==> src/rtl/cbq_pkg.sv <==
// ----------------------------------------------------------------------------
// cbq_pkg
// Shared types and codes of the stereo biquad cascade: action codes,
// coefficient slots, internal word widths and the structs between modules.
// ----------------------------------------------------------------------------
package cbq_pkg;

  // internal value format Q8.24 and accumulator widths
  localparam int INT_W  = 32;
  localparam int TERM_W = 36;
  localparam int ACC_W  = 40;

  // action carried on the input tuser
  localparam logic [1:0] ACT_FILTER = 2'd0;
  localparam logic [1:0] ACT_COEF   = 2'd1;
  localparam logic [1:0] ACT_CLEAR  = 2'd2;

  // coefficient slot of a section, also the product step within a section
  localparam logic [2:0] K_B0     = 3'd0;
  localparam logic [2:0] K_B1     = 3'd1;
  localparam logic [2:0] K_B2     = 3'd2;
  localparam logic [2:0] K_A1     = 3'd3;
  localparam logic [2:0] K_A2     = 3'd4;
  localparam logic [2:0] NUM_COEF = 3'd5;

  // one product step issued by the sequencer
  typedef struct packed {
    logic       vld;
    logic       ch;
    logic [2:0] k;
  } issue_t;

  // history write-back of one section and channel
  typedef struct packed {
    logic             vld;
    logic [INT_W-1:0] x;
    logic [INT_W-1:0] h0;
    logic [INT_W-1:0] y;
    logic [INT_W-1:0] h2;
  } wb_req_t;

endpackage

==> src/rtl/cbq_mac.sv <==
// ----------------------------------------------------------------------------
// cbq_mac
// Shared multiply-accumulate pipeline: operand select, split multiply,
// floor shift, accumulate, saturate. Holds the running value per channel.
// ----------------------------------------------------------------------------
module cbq_mac #(
  parameter int SECTIONS  = 16,
  parameter int COEF_BITS = 32,
  localparam int SEC_W    = (SECTIONS > 1) ? $clog2(SECTIONS) : 1
) (
  input  logic                       clk,
  input  logic                       rst_n,
  input  cbq_pkg::issue_t            iss,
  input  logic [SEC_W-1:0]           iss_sec,
  input  logic                       load,
  input  logic [cbq_pkg::INT_W-1:0]  load_l,
  input  logic [cbq_pkg::INT_W-1:0]  load_r,
  input  logic [COEF_BITS-1:0]       coef_rd,
  input  logic [cbq_pkg::INT_W-1:0]  hist_rd,
  output logic [cbq_pkg::INT_W-1:0]  x_left,
  output logic [cbq_pkg::INT_W-1:0]  x_right,
  output cbq_pkg::wb_req_t           wb,
  output logic [SEC_W:0]             wb_row,
  output logic                       y_clip,
  output logic                       busy
);
  import cbq_pkg::*;

  localparam int CFRAC = COEF_BITS - 4;
  localparam int HI_W  = COEF_BITS - 16;
  localparam int PW    = INT_W + COEF_BITS;

  // data stage control
  logic             d_vld_r;
  logic             d_ch_r;
  logic [2:0]       d_k_r;
  logic [SEC_W-1:0] d_sec_r;
  // multiply stage control
  logic             m_vld_r;
  logic [2:0]       m_k_r;
  logic             m_ch_r;
  logic [SEC_W-1:0] m_sec_r;
  // accumulate stage control
  logic             a_vld_r;
  logic [2:0]       a_k_r;
  logic             a_ch_r;
  logic [SEC_W-1:0] a_sec_r;
  // result stage control
  logic             y_vld_r;
  logic             y_ch_r;
  logic [SEC_W-1:0] y_sec_r;

  logic signed [INT_W-1:0]      xl_r;
  logic signed [INT_W-1:0]      xr_r;
  logic signed [INT_W-1:0]      op;
  logic signed [16:0]           clo_s;
  logic signed [HI_W-1:0]       chi_s;
  logic signed [INT_W+16:0]     plo_nxt;
  logic signed [INT_W+HI_W-1:0] phi_nxt;
  logic signed [INT_W+16:0]     plo_r;
  logic signed [INT_W+HI_W-1:0] phi_r;
  logic signed [PW-1:0]         full;
  logic signed [TERM_W-1:0]     term_nxt;
  logic signed [TERM_W-1:0]     term_r;
  logic signed [ACC_W-1:0]      acc_base;
  logic signed [ACC_W-1:0]      term_ext;
  logic signed [ACC_W-1:0]      acc_nxt;
  logic signed [ACC_W-1:0]      acc_r;
  logic                         ovf;
  logic signed [INT_W-1:0]      y;

  logic [INT_W-1:0] cap_x_r;
  logic [INT_W-1:0] cap_h0_r;
  logic [INT_W-1:0] cap_h2_r;
  logic [INT_W-1:0] pend_x_r;
  logic [INT_W-1:0] pend_h0_r;
  logic [INT_W-1:0] pend_h2_r;

  // pipeline valid flags
  always_ff @(posedge clk) begin
    if (!rst_n) begin
      d_vld_r <= 1'b0;
      m_vld_r <= 1'b0;
      a_vld_r <= 1'b0;
      y_vld_r <= 1'b0;
    end else begin
      d_vld_r <= iss.vld;
      m_vld_r <= d_vld_r;
      a_vld_r <= m_vld_r;
      y_vld_r <= a_vld_r && (a_k_r == K_A2);
    end
  end

  // stage tags
  always_ff @(posedge clk) begin
    d_ch_r  <= iss.ch;
    d_k_r   <= iss.k;
    d_sec_r <= iss_sec;
    m_ch_r  <= d_ch_r;
    m_k_r   <= d_k_r;
    m_sec_r <= d_sec_r;
    a_ch_r  <= m_ch_r;
    a_k_r   <= m_k_r;
    a_sec_r <= m_sec_r;
    y_ch_r  <= a_ch_r;
    y_sec_r <= a_sec_r;
  end

  // operand: section input on b0, stored history otherwise
  assign op    = (d_k_r == K_B0) ? (d_ch_r ? xr_r : xl_r) : $signed(hist_rd);
  assign clo_s = $signed({1'b0, coef_rd[15:0]});
  assign chi_s = $signed(coef_rd[COEF_BITS-1:16]);

  // split multiply, low half unsigned, high half signed
  assign plo_nxt = op * clo_s;
  assign phi_nxt = op * chi_s;

  always_ff @(posedge clk) begin
    plo_r <= plo_nxt;
    phi_r <= phi_nxt;
  end

  // old history words kept for the write-back
  always_ff @(posedge clk) begin
    if (d_vld_r) begin
      case (d_k_r)
        K_B0:    cap_x_r  <= op;
        K_B1:    cap_h0_r <= op;
        K_A1:    cap_h2_r <= op;
        K_A2: begin
          pend_x_r  <= cap_x_r;
          pend_h0_r <= cap_h0_r;
          pend_h2_r <= cap_h2_r;
        end
        default: ;
      endcase
    end
  end

  // recombine and floor shift to the internal format
  assign full     = (PW'(phi_r) <<< 16) + PW'(plo_r);
  assign term_nxt = TERM_W'(full >>> CFRAC);

  always_ff @(posedge clk) begin
    term_r <= term_nxt;
  end

  // accumulate, feedback terms subtract
  assign acc_base = (a_k_r == K_B0) ? '0 : acc_r;
  assign term_ext = ACC_W'(term_r);
  assign acc_nxt  = ((a_k_r == K_A1) || (a_k_r == K_A2)) ? acc_base - term_ext
                                                          : acc_base + term_ext;

  always_ff @(posedge clk) begin
    if (a_vld_r) begin
      acc_r <= acc_nxt;
    end
  end

  // saturate section sum to 32 bits
  assign ovf = !((&acc_r[ACC_W-1:INT_W-1]) || !(|acc_r[ACC_W-1:INT_W-1]));
  assign y   = ovf ? {acc_r[ACC_W-1], {(INT_W-1){~acc_r[ACC_W-1]}}} : acc_r[INT_W-1:0];

  // running value per channel
  always_ff @(posedge clk) begin
    if (load) begin
      xl_r <= $signed(load_l);
      xr_r <= $signed(load_r);
    end else if (y_vld_r) begin
      if (y_ch_r) begin
        xr_r <= y;
      end else begin
        xl_r <= y;
      end
    end
  end

  assign wb.vld  = y_vld_r;
  assign wb.x    = pend_x_r;
  assign wb.h0   = pend_h0_r;
  assign wb.y    = y;
  assign wb.h2   = pend_h2_r;
  assign wb_row  = {y_sec_r, y_ch_r};
  assign y_clip  = y_vld_r && ovf;
  assign busy    = d_vld_r || m_vld_r || a_vld_r || y_vld_r;
  assign x_left  = xl_r;
  assign x_right = xr_r;

endmodule

==> config.mk <==
export PLATFORM = sky130hd
export DESIGN_NAME = cbq_mac
export DESIGN_NICKNAME = d
export VERILOG_FILES = /design/src/rtl/cbq_pkg.sv /design/src/rtl/cbq_mac.sv
export SDC_FILE = /design/constraint.sdc
export NUM_CORES = 2
export LEC_CHECK = 0
export ABC_AREA = 1
export ABC_CLOCK_PERIOD_IN_PS = 7200
export BUFFER_PORTS_ARGS = -buffer_cell sky130_fd_sc_hd__buf_2
export CORE_MARGIN = 5
export CORE_UTILIZATION = 59
export CTS_BUF_LIST = sky130_fd_sc_hd__clkbuf_4 sky130_fd_sc_hd__clkbuf_8
export DETAILED_ROUTE_END_ITERATION = 10
export PLACE_DENSITY = 0.78
export RECOVER_POWER = 50
export SYNTH_ARGS = -nofsm -noshare
export SYNTH_HDL_FRONTEND = slang
export SYNTH_SLANG_ARGS = --single-unit
==> constraint.sdc <==
create_clock -name clk -period 7.2 [get_ports clk]
set_clock_uncertainty 0.05 [all_clocks]
set_input_delay 1.44 -clock clk [delete_from_list [all_inputs] [get_ports clk]]
set_output_delay 1.44 -clock clk [all_outputs]
set_load 0.02 [all_outputs]
# == Yosys cells after proc, flatten, opt, wreduce, memory -nomap -nowiden ==
# Cells that the tools add are included.
# word_totals
reg_bits,462
in_bits,140
out_inout_bits,200
wordCells,71
# op_classes
add_sub_neg,3
n_mul,2
n_eq_ne,6
n_mux,11
bitwise,1
reduce_logical,21
# op_table
op,n
32-bit 2-to-1 mux,9
40-bit 2-to-1 mux,2
64-bit by 49-bit adder with 64-bit output,1
32-bit by 17-bit multiplier with 49-bit output,1
32-bit by 16-bit multiplier with 48-bit output,1
40-bit by 36-bit adder with 40-bit output,1
40-bit by 36-bit subtractor with 40-bit output,1
2-bit AND reduction,6
9-bit AND reduction,1
9-bit OR reduction,1
"3-bit by 2-bit equality test with 1-bit output, second input constant",2
"3-bit equality test, second input constant",2
3-bit logical NOT,2
1-bit logical OR,5
2-bit nonzero test,2
"3-bit by 1-bit equality test with 1-bit output, second input constant",1
1-bit logical AND,2
1-bit logical NOT,2
"2-bit inequality test, second input constant",1
1-bit NOT,1

# == Logic depth before layout (Yosys ltp) ==
# depth
word_depth,7
depth_mapped,35
ltp_nobuf,33

# == Least setup slack after synthesis ==
# No wires, ideal clock.
# synth_path
path_type,reg-to-reg
from,register d_k_r[2]
to,register pend_h0_r[0] (enable)
setup_ps,668
t_arrival_ps,7024
required_ps,6482
setup_slack_ps,-542
stages_incl_launch_ff,3
n_path_buf,0
synth_period_minus_slack_ps,7742
cell_sequence,dfxtp_1 -> inv_1 -> nor3_1
# synth_between
elab_chain_len,2
# synth_rtl
item,line_no,source
from (decl),cbq_mac.sv:36,logic [2:0] d_k_r;
from (signal assigned),cbq_mac.sv:97,d_k_r <= iss.k;
3-bit equality test,cbq_mac.sv:126,case (d_k_r)
2-bit AND reduction (no source line),-,
to (signal assigned),cbq_mac.sv:132,pend_h0_r <= cap_h0_r;
to (decl),cbq_mac.sv:76,logic [INT_W-1:0] pend_h0_r;
# Every way passes these cells.
# A chain may end at the register's enable or synchronous reset.

# == Worst setup path in the final report ==
# layout_path
from,register d_k_r[0]
to,register plo_r[44]
# layout_between
elab_chain_len,3
# layout_rtl
item,line_no,source
3-bit logical NOT,cbq_mac.sv:110,assign op = (d_k_r == K_B0) ? (d_ch_r ? xr_r : xl_r) : $signed(hist_rd);
32-bit 2-to-1 mux,cbq_mac.sv:110,
32-bit by 17-bit multiplier with 49-bit output,cbq_mac.sv:115,assign plo_nxt = op * clo_s;
net plo_nxt[44],cbq_mac.sv:58,logic signed [INT_W+16:0] plo_nxt;
to (signal assigned),cbq_mac.sv:119,plo_r <= plo_nxt;
to (decl),cbq_mac.sv:60,logic signed [INT_W+16:0] plo_r;
# The timed path passes the listed nets, and every way through them passes these cells.

==> flow_summary.toml <==
[yosys]
syn_avg_cell_area_sq_um = 7.99
synth.top_cell.area_share_pct = 33.2
synth_flop_cell = "edfxtp_1"
synth-compound-area-share_pct = 4.16
ys_types = 45
synth_edf_count = 296
yosys.area.top_type = "fa_1"
synth_xor_area_share_pct = 1.95
synth_warnings = 0
syn-cell-area_sq_um = 58700
yosys.area_share.adder_pct = 39.9
syn_nets = 8772
synth_area_leaders = "fa_1, edfxtp_1, nand2_1"
ys_ff_latch = 446
synthArstFlopShare_pct = 0
synth-simple-area-share_pct = 21.1
synth_top_family_by_area = "adder cells"
synth_mux_area_share_pct = 0.0171
netlist_instances = 7343
ys_seq_area_share_pct = 20.3

[timing]
tightest_slew_ps = 2500
relSlewSlack_pct = -66.7
min_period_over_period_pct = 96.5
whs_ps = 276
setup_viol = 0
finalHoldViolCount = 0
finalCriticalPeriod_ps = 6950
slew_violations = 166
fin_setup_tns_ps = 0
fmax_mhz = 144

[critical_path]
rr_worst_depth = 31
path_class = "reg -> reg"
crit_path_start_kind = "flop"
critical_path.max_stage_delay_ps = 540
crit_required_ps = 7790
path_max_fanout = 14
arrival_ps = 7530
worstSetupEndpointType = "flop"
slowest_stage = "fa_1"

[floorplan]
dieHeight_microns = 325
die_area_sq_um = 106000
die_x_microns = 325
ios = 340
initial_utilization_pct = 59.6
coreArea_sq_um = 98600
num_rows = 115

[clock_network]
clockBufferDepth = 3
tritoncts = "done"
cts_inserted_buffers = 79
clock-root-buffer = "clkbuf_8"
cts_hold_buf = 0
path_clk_slew_ps = 60
clock-sinks = 446
clock_latency_ps = 750
htreeDepth = 3

[placed_design]
post-place-cells = 9329
hpwl_microns = 187000
numPortBuffers = 339
gp_congestion = 1.05

[min_path]
hp-class = "reg -> reg"
holdPathStages = 0

[finish]
nets = 9559
mostFrequentLayoutCell = "nand2_1"
drive_gt1_share_pct = 14.6
fin_cells = 9486
fillCellCount = 8178
final_cell_mix = "nand2_1, inv_1, fa_1"
final_core_util_pct = 69.2
area_delta_synth_final_pct = 16.2

[run]
maxCapViolCount = 5

[detailed_routing]
firstDrtPassIters = 7
dr.first_iter.drc_count = 5443
vias = 52459
wirelength_microns = 218000
antenna_left = 0
wl_per_cell_microns = 23.0
post_drt_via_cell_ratio = 5.53
drc = 0

[status]
violations = "capacitance limit, slew limit"
status = "finished with violations"

[global_routing]
grt_antenna_before_repair = 5
grt_util_all_layers_pct = 41.3
overflow = 0
grt_max_degree = 71
grt_pass1_vias = 54632
grt_pass1_wl_microns = 328000
[kinds of logic (layout without fill, tap and decap cells)]
| logic type | count (synthesis) | after routing |
|---|---|---|
| AOI/OAI and AO/OA | 454 | 454 |
| xor gates and xnor gates | 131 | 131 |
| adders and majority gates | 1289 | 1289 |
| buffers and inverters | 1895 | 2743 |
| DFF | 446 | 446 |
| muxes | 1 | 1 |
| other | 0 | 7 |
| and+or+nand+nor | 3127 | 3128 |
[layer usage]
layer  vias up  GRT usage (%)  wire (microns)
li1      23339              -               -
met1     25127           51.8           79800
met2      3180           64.5           96000
met3       805           13.3           27300
met4         8           21.5           14800
met5         -              0              68
[worst max-delay path, delay by kind of cell, from the launching register on]
kind,cells,cell delay (ps)
buffers and inverters,12,1490
and+or+nand+nor,7,630
adders and majority gates,7,3420
DFF,1,400
AOI/OAI and AO/OA,5,850
[registers in the layout, summed over array words and instances, names as in the netlist, 3 cells and up]
| signal | count |
|---|---|
| phi_r | 48 |
| d_sec_r | 4 |
| a_k_r | 3 |
| m_k_r | 3 |
| term_r | 36 |
| pend_h0_r | 32 |
| y_sec_r | 4 |
| cap_h2_r | 32 |
| x_left | 32 |
| pend_h2_r | 32 |
| plo_r | 33 |
| x_right | 32 |
| cap_h0_r | 32 |
| pend_x_r | 32 |
| cap_x_r | 32 |
| m_sec_r | 4 |
| d_k_r | 3 |
| a_sec_r | 4 |
| acc_r | 40 |
[per-stage QoR]
| step | cell area, sq um | worst slack [ps] |
|---|---|---|
| CTS | 68100 | 22.3 |
| global route | 68200 | -7.99 |
| global placement | 66300 | -460 |
| floorplan | 58700 | 442 |
| finish | 68200 | 255 |
| detailed placement | 66300 | -397 |
[repair_timing]
item                                    CTS  global route
gates resized for setup                   0            26
setup buffers                             0             6
endpoints found under the setup margin    0            21
[path summary, 6_finish.rpt]
path	to	slack, ps	from
worst max-delay path	plo_r[44]$_DFF_P_	250	d_k_r[0]$_DFF_P_
worst min-delay path	y_sec_r[3]$_DFF_P_	280	a_sec_r[3]$_DFF_P_
worst max register to register	plo_r[44]$_DFF_P_	250	d_k_r[0]$_DFF_P_
worst min register to register	y_sec_r[3]$_DFF_P_	280	a_sec_r[3]$_DFF_P_
[synth_stat cells, types with 2 or more instances]
| master | n |
|---|---|
| a21boi_0 | 3 |
| a21o_1 | 8 |
| a21oi_1 | 223 |
| and2_1 | 11 |
| buf_1 | 16 |
| buf_12 | 3 |
| buf_2 | 97 |
| buf_4 | 9 |
| buf_6 | 6 |
| clkbuf_1 | 90 |
| clkinv_1 | 4 |
| dfxtp_1 | 150 |
| edfxtp_1 | 296 |
| fa_1 | 974 |
| ha_1 | 315 |
| inv_1 | 1625 |
| inv_2 | 45 |
| nand2_1 | 1909 |
| nand2_2 | 32 |
| nand3_1 | 195 |
| nand3_2 | 2 |
| nand3b_1 | 4 |
| nand4_1 | 63 |
| nor2_1 | 848 |
| nor2_2 | 13 |
| nor3_1 | 34 |
| nor4_1 | 5 |
| o211ai_1 | 2 |
| o21ai_0 | 148 |
| o21ai_1 | 35 |
| o21ai_2 | 14 |
| o21ai_4 | 3 |
| o21bai_1 | 16 |
| or2_2 | 5 |
| xnor2_1 | 25 |
| xor2_1 | 106 |
[area by class of cell]
cell class	instances	area (sq um)	share of cell area (%)
Timing Repair Buffer	926	7000	10.3
Antenna cell	7	17.5	0.0257
Clock buffer	110	1390	2.04
Tap cell	1287	1610	2.36
Clock inverter	33	442	0.648
Inverter	1674	6290	9.22
Multi-Input combinational cell	5003	39600	58.0
Sequential cell	446	11900	17.4
Power is not shown: default switching activity piles up to over one toggle a cycle in this logic, so the estimate is an artifact.
