## src/rtl/cbq_pkg.sv

```systemverilog
// ----------------------------------------------------------------------------
// cbq_pkg
// Shared types and codes of the stereo biquad cascade: action codes,
// coefficient slots, internal word widths and the structs between modules.
// ----------------------------------------------------------------------------
package cbq_pkg;

  // internal value format Q8.24 and accumulator widths
  localparam int INT_W  = 32;
  localparam int TERM_W = 36;
  localparam int ACC_W  = 40;

  // action carried on the input tuser
  localparam logic [1:0] ACT_FILTER = 2'd0;
  localparam logic [1:0] ACT_COEF   = 2'd1;
  localparam logic [1:0] ACT_CLEAR  = 2'd2;

  // coefficient slot of a section, also the product step within a section
  localparam logic [2:0] K_B0     = 3'd0;
  localparam logic [2:0] K_B1     = 3'd1;
  localparam logic [2:0] K_B2     = 3'd2;
  localparam logic [2:0] K_A1     = 3'd3;
  localparam logic [2:0] K_A2     = 3'd4;
  localparam logic [2:0] NUM_COEF = 3'd5;

  // one product step issued by the sequencer
  typedef struct packed {
    logic       vld;
    logic       ch;
    logic [2:0] k;
  } issue_t;

  // history write-back of one section and channel
  typedef struct packed {
    logic             vld;
    logic [INT_W-1:0] x;
    logic [INT_W-1:0] h0;
    logic [INT_W-1:0] y;
    logic [INT_W-1:0] h2;
  } wb_req_t;

endpackage

```

## src/rtl/cbq_hist_store.sv

```systemverilog
// ----------------------------------------------------------------------------
// cbq_hist_store
// History memory, x1 x2 y1 y2 per section and channel, with a registered
// read port and a four-word write-back buffer. Row flags make clear instant.
// ----------------------------------------------------------------------------
module cbq_hist_store #(
  parameter int SECTIONS = 16,
  localparam int SEC_W   = (SECTIONS > 1) ? $clog2(SECTIONS) : 1
) (
  input  logic                             clk,
  input  logic                             rst_n,
  input  cbq_pkg::issue_t                  iss,
  input  logic [SEC_W-1:0]                 iss_sec,
  input  logic                             clear,
  input  cbq_pkg::wb_req_t                 wb,
  input  logic [SEC_W:0]                   wb_row,
  output logic [cbq_pkg::INT_W-1:0]        rd_data,
  output logic                             busy
);
  import cbq_pkg::*;

  localparam int ROWS  = 2 * (1 << SEC_W);
  localparam int DEPTH = ROWS * 4;

  logic [INT_W-1:0] mem [DEPTH];
  logic [ROWS-1:0]  hv_r;
  logic [ROWS-1:0]  hv_nxt;
  logic [INT_W-1:0] rdata_r;
  logic             rvld_r;
  logic [1:0]       rd_word;
  logic [SEC_W:0]   rd_row;

  logic [INT_W-1:0] wb_x_r;
  logic [INT_W-1:0] wb_h0_r;
  logic [INT_W-1:0] wb_y_r;
  logic [INT_W-1:0] wb_h2_r;
  logic [SEC_W:0]   wb_row_r;
  logic [1:0]       wb_cnt_r;
  logic [1:0]       wb_cnt_nxt;
  logic             busy_r;
  logic             busy_nxt;
  logic [INT_W-1:0] wdata;

  // step k reads history word k-1
  assign rd_word = 2'(iss.k - K_B1);
  assign rd_row  = {iss_sec, iss.ch};

  // write word order: x1 gets x, x2 old x1, y1 gets y, y2 old y1
  always_comb begin
    case (wb_cnt_r)
      2'd0:    wdata = wb_x_r;
      2'd1:    wdata = wb_h0_r;
      2'd2:    wdata = wb_y_r;
      default: wdata = wb_h2_r;
    endcase
  end

  always_ff @(posedge clk) begin
    if (busy_r) begin
      mem[{wb_row_r, wb_cnt_r}] <= wdata;
    end
    rdata_r <= mem[{rd_row, rd_word}];
    rvld_r  <= hv_r[rd_row];
  end

  // write-back buffer load
  always_ff @(posedge clk) begin
    if (wb.vld) begin
      wb_x_r   <= wb.x;
      wb_h0_r  <= wb.h0;
      wb_y_r   <= wb.y;
      wb_h2_r  <= wb.h2;
      wb_row_r <= wb_row;
    end
  end

  // write-back sequencing and row flags
  always_comb begin
    hv_nxt     = hv_r;
    wb_cnt_nxt = wb_cnt_r;
    busy_nxt   = busy_r;
    if (wb.vld) begin
      busy_nxt   = 1'b1;
      wb_cnt_nxt = 2'd0;
    end else if (busy_r) begin
      wb_cnt_nxt = wb_cnt_r + 2'd1;
      if (wb_cnt_r == 2'd3) begin
        busy_nxt           = 1'b0;
        hv_nxt[wb_row_r]   = 1'b1;
      end
    end
    if (clear) begin
      hv_nxt = '0;
    end
  end

  always_ff @(posedge clk) begin
    if (!rst_n) begin
      hv_r     <= '0;
      busy_r   <= 1'b0;
      wb_cnt_r <= 2'd0;
    end else begin
      hv_r     <= hv_nxt;
      busy_r   <= busy_nxt;
      wb_cnt_r <= wb_cnt_nxt;
    end
  end

  assign rd_data = rvld_r ? rdata_r : '0;
  assign busy    = busy_r;

endmodule

```

## config.mk

```make
export PLATFORM = sky130hd
export DESIGN_NAME = cbq_hist_store
export DESIGN_NICKNAME = d
export VERILOG_FILES = /design/src/rtl/cbq_pkg.sv /design/src/rtl/cbq_hist_store.sv
export SDC_FILE = /design/constraint.sdc
export NUM_CORES = 2
export LEC_CHECK = 0
export CELL_PAD_IN_SITES_DETAIL_PLACEMENT = 1
export CELL_PAD_IN_SITES_GLOBAL_PLACEMENT = 1
export CORE_MARGIN = 5
export CORE_UTILIZATION = 30
export CTS_BUF_LIST = sky130_fd_sc_hd__clkbuf_16
export DETAILED_ROUTE_END_ITERATION = 8
export DONT_BUFFER_PORTS = 1
export HOLD_SLACK_MARGIN = 0.08
export MAX_ROUTING_LAYER = met4
export PLACE_DENSITY_LB_ADDON = 0.1
export SLEW_MARGIN = 0
export SYNTH_ARGS = -nofsm -noshare
export SYNTH_HDL_FRONTEND = slang
export SYNTH_SLANG_ARGS = --single-unit
```

## constraint.sdc

```tcl
create_clock -name clk -period 10.8 [get_ports clk]
set_input_delay 0.54 -clock clk [delete_from_list [all_inputs] [get_ports clk]]
set_output_delay 0.54 -clock clk [all_outputs]
set_load 0.02 [all_outputs]
```

Word level (Yosys, flattened, before mapping)
Memory sizes are Yosys's and may differ from the RTL's. A register that Yosys moved wholly into a read port is not among the register bits.
Cells that the tools add are included.
{"block": "op_classes", "n_bitwise": 3, "magnitude_cmp": 3, "n_mux": 11, "reduce_logical": 5, "addsub": 2, "n_eq_ne": 3}
{"op": "32-bit case mux with 3 select lines", "count": 1}
{"op": "32-bit two-way mux", "count": 1}
{"op": "32-bit bitwise OR", "count": 1}
{"op": "5-bit by 6-bit less-than comparator with 1-bit output (second input constant)", "count": 2}
{"op": "1-bit two-way mux", "count": 7}
{"op": "1-bit binary-select mux with 5-bit select", "count": 1}
{"op": "1-bit demux with 5-bit select", "count": 1}
{"op": "5-bit by 1-bit >= comparator with 1-bit output (second input constant)", "count": 1}
{"op": "2-bit equality test (second input constant)", "count": 2}
{"op": "2-bit OR reduction", "count": 2}
{"op": "3-bit AND reduction", "count": 1}
{"op": "2-bit by 1-bit adder with 2-bit output (second input constant)", "count": 1}
{"op": "2-bit by 1-bit equality test with 1-bit output (second input constant)", "count": 1}
{"op": "2-bit zero test", "count": 1}
{"op": "1-bit NOT", "count": 2}
{"op": "2-bit by 1-bit subtractor with 2-bit output (second input constant)", "count": 1}
{"op": "1-bit logical AND", "count": 1}
{"block": "totals", "word_cells": 37, "ramBits": 4096, "out_inout_bits": 33, "inputBits": 146, "memories": 1, "register_bits": 169}
{"name": "mem", "words": 128, "word_bits": 32, "rd": 1, "rd_ports_with_merged_regs": 1, "write_ports": 1, "line": "cbq_hist_store.sv:25", "text": "logic [INT_W-1:0] mem [DEPTH];"}

Longest topological paths before layout
{"block": "logic_depth", "depth_word": 5, "mapped_depth": 12, "mapped_depth_nobuf": 6}

Least setup slack after synthesis
No wires, ideal clock.
{"block": "synth_timing", "path_kind": "reg2reg", "from": "reg wb_cnt_r[1]", "to": "mem mem[0][0], data pin", "slack_ps": 4928, "stages_incl_launch_ff": 5, "t_required_ps": 9880, "setup_time_ps": 920, "arrival_time_ps": 4952, "cell_sequence": "dfxtp_1 > ha_1 > clkbuf_1 > buf_1 > mux2i_1"}
{"block": "synth_between", "elab_chain_cells": 2, "word_cells_on_any_way": 4, "cone_classes": "2 x eq/ne; 1 x mux; 1 x reduce/logical"}
{"item": "from (decl)", "line": "cbq_hist_store.sv:38", "text": "logic [1:0] wb_cnt_r;"}
{"item": "from (signal assigned)", "line": "cbq_hist_store.sv:105", "text": "wb_cnt_r <= wb_cnt_nxt;"}
{"item": "2-bit equality test (tied with other cells)", "line": "cbq_hist_store.sv:50", "text": "case (wb_cnt_r)"}
{"item": "32-bit case mux with 3 select lines (*)", "line": "cbq_hist_store.sv:50"}
{"item": "named net wdata[0]", "line": "cbq_hist_store.sv:42", "text": "logic [INT_W-1:0] wdata;"}
{"item": "to (decl)", "line": "cbq_hist_store.sv:25"}
The timed path passes the listed nets; every way through them passes the cells marked *.

Final worst setup path
{"block": "layout_timing", "from": "in iss[1] (netlist bit)", "to": "reg rdata_r[18], read port of mem"}
{"block": "layout_between", "elab_chain_cells": 1}
{"item": "from (decl)", "line": "cbq_hist_store.sv:12", "text": "input cbq_pkg::issue_t iss,"}
{"item": "2-bit by 1-bit subtractor with 2-bit output", "line": "cbq_hist_store.sv:45", "text": "assign rd_word = 2'(iss.k - K_B1);"}
{"item": "to (decl)", "line": "cbq_hist_store.sv:28", "text": "logic [INT_W-1:0] rdata_r;"}
No other way between the ends.
A chain may end at the register's enable or synchronous reset.

==> impl_metrics.json <==
{
  "initial_utilization": 0.301,
  "post_drt_wl_per_cell_um": 35.9,
  "die_height_um": 751,
  "post-route-period-util": 0.678,
  "timing.final.max_slew_violations": 0,
  "critPathCaptureType": "flop",
  "finalSetupViolCount": 0,
  "flip_flop_cell_with_the_highest_count_after_synthesis": "sky130_fd_sc_hd__edfxtp_1",
  "timing.max_slew.rel_slack": 0.00159,
  "layout.cell_area.non_filler_sq_um": 193000,
  "antenna_violating_nets_post_route": 0,
  "synth_warnings": 0,
  "synth_edf_count": 4229,
  "num_io_pins": 179,
  "core-area_sq_um": 548000,
  "critical_path_maximum_fanout": 177,
  "cp_data_arrival_time_ps": 8230,
  "seq_area_frac_synth": 0.779,
  "multi_input_area_sq_um": 35200,
  "die-area_sq_um": 564000,
  "rsz_0062_raised_after_global_routing": "no",
  "detailroute.via_count": 82500,
  "first_global_vias": 87700,
  "final_nets": 8390,
  "area_delta_synth_final_pct": 17.1,
  "async_reset_ff_frac": 0,
  "route.final.wire_length_um": 571000,
  "clkTransAtPathRegs_ps": 60,
  "worst_ep_required_time_ps": 11720,
  "post_route_cells_drive_above_1_share": 0.241,
  "timing_worst_slew_pin_value_ps": 1500,
  "min_period_ps": 7320,
  "synth_top_family_by_area": "multiplexers",
  "report.final.hold_viol_count": 0,
  "p_seq_frac": 0.517,
  "ctsRootBufferMaster": "sky130_fd_sc_hd__clkbuf_16",
  "timing.fmax_mhz": 137,
  "cts-htree-levels": 5,
  "run_status": "completed",
  "viasPerCell": 5.18,
  "fin_util": 0.352,
  "cts_made_buffers": 468,
  "core.rowCount": 272,
  "gr-usage-all-layers": 0.205,
  "power_per_cell_area_nw_per_um2": 189,
  "power.total_mw": 36.4,
  "die_width_um": 751,
  "clkSinkCount": 4297,
  "power_switching_share": 0.233,
  "layout.cells.non_filler": 15900,
  "clkPwrFrac": 0.417,
  "dp.cells": 14700,
  "yosys.cell_types.count": 56,
  "p_comb_frac": 0.066,
  "clkLatencyLatePin_ps": 1030,
  "leakage_nw": 60.7,
  "syn_area_sq_um": 165000,
  "fillerInstances": 52900,
  "port-buffer-count": 0,
  "fin_setup_tns_ps": 0,
  "power.ir.vdd_worst_v": 0.000151,
  "worstSetupPathType": "in2reg",
  "adder_and_majority_gate_portion_of_the_synthesized_area": 0.000304,
  "synth_seq_cells": 4297,
  "grt_antenna_before_repair": 45,
  "maxCapViolCount": 0,
  "wire_length_of_the_first_global_routing_pass_um": 772000,
  "cts.repair.resized": 0,
  "synth_xor_area_frac": 0.0000532,
  "syn-mean-instance-area_sq_um": 21.6,
  "clock_skew_ps": 41.5,
  "post_synthesis_share_of_cell_area_spent_on_and_or_nand_and_nor_gates": 0.0141,
  "power.net_switching_mw": 8.46,
  "class_of_the_worst_hold_path": "in2reg",
  "grt_max_degree": 206,
  "register_area_sq_um": 128000,
  "internal-power_mw": 27.9,
  "cts_setup_buffers": 0,
  "gpl.final_weighted_congestion": 0.764,
  "placed_area_sq_um": 176000,
  "tritoncts": "built",
  "grt_overflow": 0,
  "clk_path_buf_depth": 4,
  "drt_pre_antenna_iters": 6,
  "post-dp-hpwl_um": 305000,
  "synth_compound_area_frac": 0.0326,
  "synth.mux.area_fraction": 0.157,
  "drt_iter0_drc": 8272,
  "synth_cells": 7609,
  "drc": 0,
  "synth.net_count": 7759,
  "start_kind": "input pin"
}
synthesized netlist by cell type, drive strengths merged (2+ instances only):
cell,n,share of area
edfxtp,4229,0.77
mux4,872,0.12
mux2i,547,0.033
buf,303,0.012
a21oi,241,0.0073
a22oi,196,0.0089
nand2,188,0.0043
nor2,177,0.0040
clkbuf,134,0.0031
o21ai,100,0.0030
a31oi,88,0.0033
mux2,70,0.0048
dfxtp,68,0.0083
and2,52,0.0020
a22o,43,0.0023
inv,37,0.00084
a222oi,32,0.0019
a211oi,30,0.0014
nor2b,30,0.0011
nand3,29,0.00088
o211ai,27,0.0012
a221oi,21,0.0011
nand2b,14,0.00053
nor3,14,0.00043
o31ai,8,0.00036
o22ai,7,0.00027
o21bai,6,0.00027
a32oi,5,0.00027
nor3b,5,0.00023
and3,4,0.00015
ha,4,0.00030
nand4,4,0.00015
a311oi,3,0.00016
or2,3,0.00011
a31o,2,0.00011
o21a,2,0.000091
o221ai,2,0.00011
o311a,2,0.00012
critical path, stage by stage:
cell	delay [ps]
sky130_fd_sc_hd__buf_16	390
sky130_fd_sc_hd__buf_16	530
sky130_fd_sc_hd__buf_16	600
sky130_fd_sc_hd__buf_16	190
sky130_fd_sc_hd__buf_16	480
sky130_fd_sc_hd__buf_16	560
sky130_fd_sc_hd__buf_16	860
sky130_fd_sc_hd__mux4_2	450
sky130_fd_sc_hd__a22oi_1	230
sky130_fd_sc_hd__nand2_1	140
sky130_fd_sc_hd__a21oi_1	640
sky130_fd_sc_hd__a31o_2	250
sky130_fd_sc_hd__dlygate4sd3_1	550
sky130_fd_sc_hd__o211ai_1	80
sky130_fd_sc_hd__dlygate4sd3_1	580
registers in the layout, indices dropped and copies added (netlist names):
name,flops
wb_y_r,32
wb_h2_r,32
wb_row_r,5
hv_r,32
mem,4096
rvld_r,1
wb_h0_r,32
wb_x_r,32
wb_cnt_r,2
rdata_r,32
busy,1
cells by family after synthesis:
logic type                 Yosys count
and+or+nand+nor                    523
xor gates and xnor gates             1
muxes                             1489
buffers and inverters              475
AOI/OAI and AO/OA                  820
DFF                               4297
adders and majority gates            4
per-stage QoR:
step | hold WS, ps | setup WS (ps)
floorplan | 431 | 4930
global placement | 442 | 2710
detailed placement | 455 | 2840
CTS | 84.0 | 3700
global route | 92.7 | 3330
finish | 155 | 3480
power by group through the flow:
stage	Sequential, mW	Clock [mW]	Combinational, mW
global route	18.8	16.3	2.54
detailed placement	19.2	0	2.35
global placement	19.1	0	2.28
finish	18.8	15.1	2.42
CTS	18.8	15.6	2.46
floorplan	19.2	0	1.16
routing by layer:
layer | vias up | track usage | share of wire | wire length [um]
met1 | 46300 | 0.283 | 0.45 | 256000
met2 | 2351 | 0.327 | 0.48 | 273000
met4 | 0 | 0.0468 | 0.025 | 14300
met3 | 584 | 0.0242 | 0.049 | 28000
li1 | 33300 | - | - | -
met5 | - | - | 0 | 0
cell usage in the layout, fill, tap and decap left out, types with 24 or more instances in the layout:
| cell | count |
|---|---|
| sky130_fd_sc_hd__a222oi_1 | 32 |
| sky130_fd_sc_hd__edfxtp_1 | 4229 |
| sky130_fd_sc_hd__dfxtp_1 | 67 |
| sky130_fd_sc_hd__a211oi_1 | 29 |
| sky130_fd_sc_hd__bufinv_16 | 26 |
| sky130_fd_sc_hd__a31oi_1 | 86 |
| sky130_fd_sc_hd__nand3_1 | 25 |
| sky130_fd_sc_hd__o21ai_1 | 30 |
| sky130_fd_sc_hd__mux2_2 | 70 |
| sky130_fd_sc_hd__a22o_1 | 43 |
| sky130_fd_sc_hd__a21oi_1 | 240 |
| sky130_fd_sc_hd__and2_1 | 48 |
| sky130_fd_sc_hd__mux4_2 | 872 |
| sky130_fd_sc_hd__clkbuf_16 | 472 |
| sky130_fd_sc_hd__mux2i_4 | 32 |
| sky130_fd_sc_hd__nor2_1 | 52 |
| sky130_fd_sc_hd__o21ai_0 | 70 |
| sky130_fd_sc_hd__clkinv_2 | 75 |
| sky130_fd_sc_hd__o211ai_1 | 27 |
| sky130_fd_sc_hd__diode_2 | 27 |
| sky130_fd_sc_hd__buf_16 | 24 |
| sky130_fd_sc_hd__a22oi_1 | 196 |
| sky130_fd_sc_hd__mux2i_1 | 515 |
| sky130_fd_sc_hd__clkinv_1 | 110 |
| sky130_fd_sc_hd__inv_1 | 174 |
| sky130_fd_sc_hd__nand2_1 | 184 |
| sky130_fd_sc_hd__nor2_4 | 123 |
| sky130_fd_sc_hd__dlygate4sd3_1 | 275 |
| sky130_fd_sc_hd__buf_4 | 289 |
layout make-up:
type                    instances  area share
clock buffers                 472      0.0612
multi-input cells            2837       0.182
repair buffers                598      0.0300
well taps                    7261      0.0471
flip-flops and latches       4297       0.665
diodes                         27    0.000350
clock inverters               381      0.0130
inverters                      38    0.000778
what timing repair did:
item / 4_1_cts / 5_1_grt
endpoints found under the setup margin: 0 / 0
endpoints found under the hold margin: 305 / 2
hold buffers: 279 / 1
final timing paths:
check                               end  slack [ps]  cells past startpoint                      from
hold / removal      rdata_r[30]$_DFF_P_         160                      3                iss_sec[3]
setup reg to reg  mem[31][24]$_DFFE_PP_        5410                      5  wb_cnt_r[0]$_SDFFE_PP0P_
setup / recovery    rdata_r[18]$_DFF_P_        3480                     15                    iss[1]
hold reg to reg    hv_r[9]$_SDFFE_PP0P_         460                      2      hv_r[9]$_SDFFE_PP0P_
(Power assumes the default switching activity.)
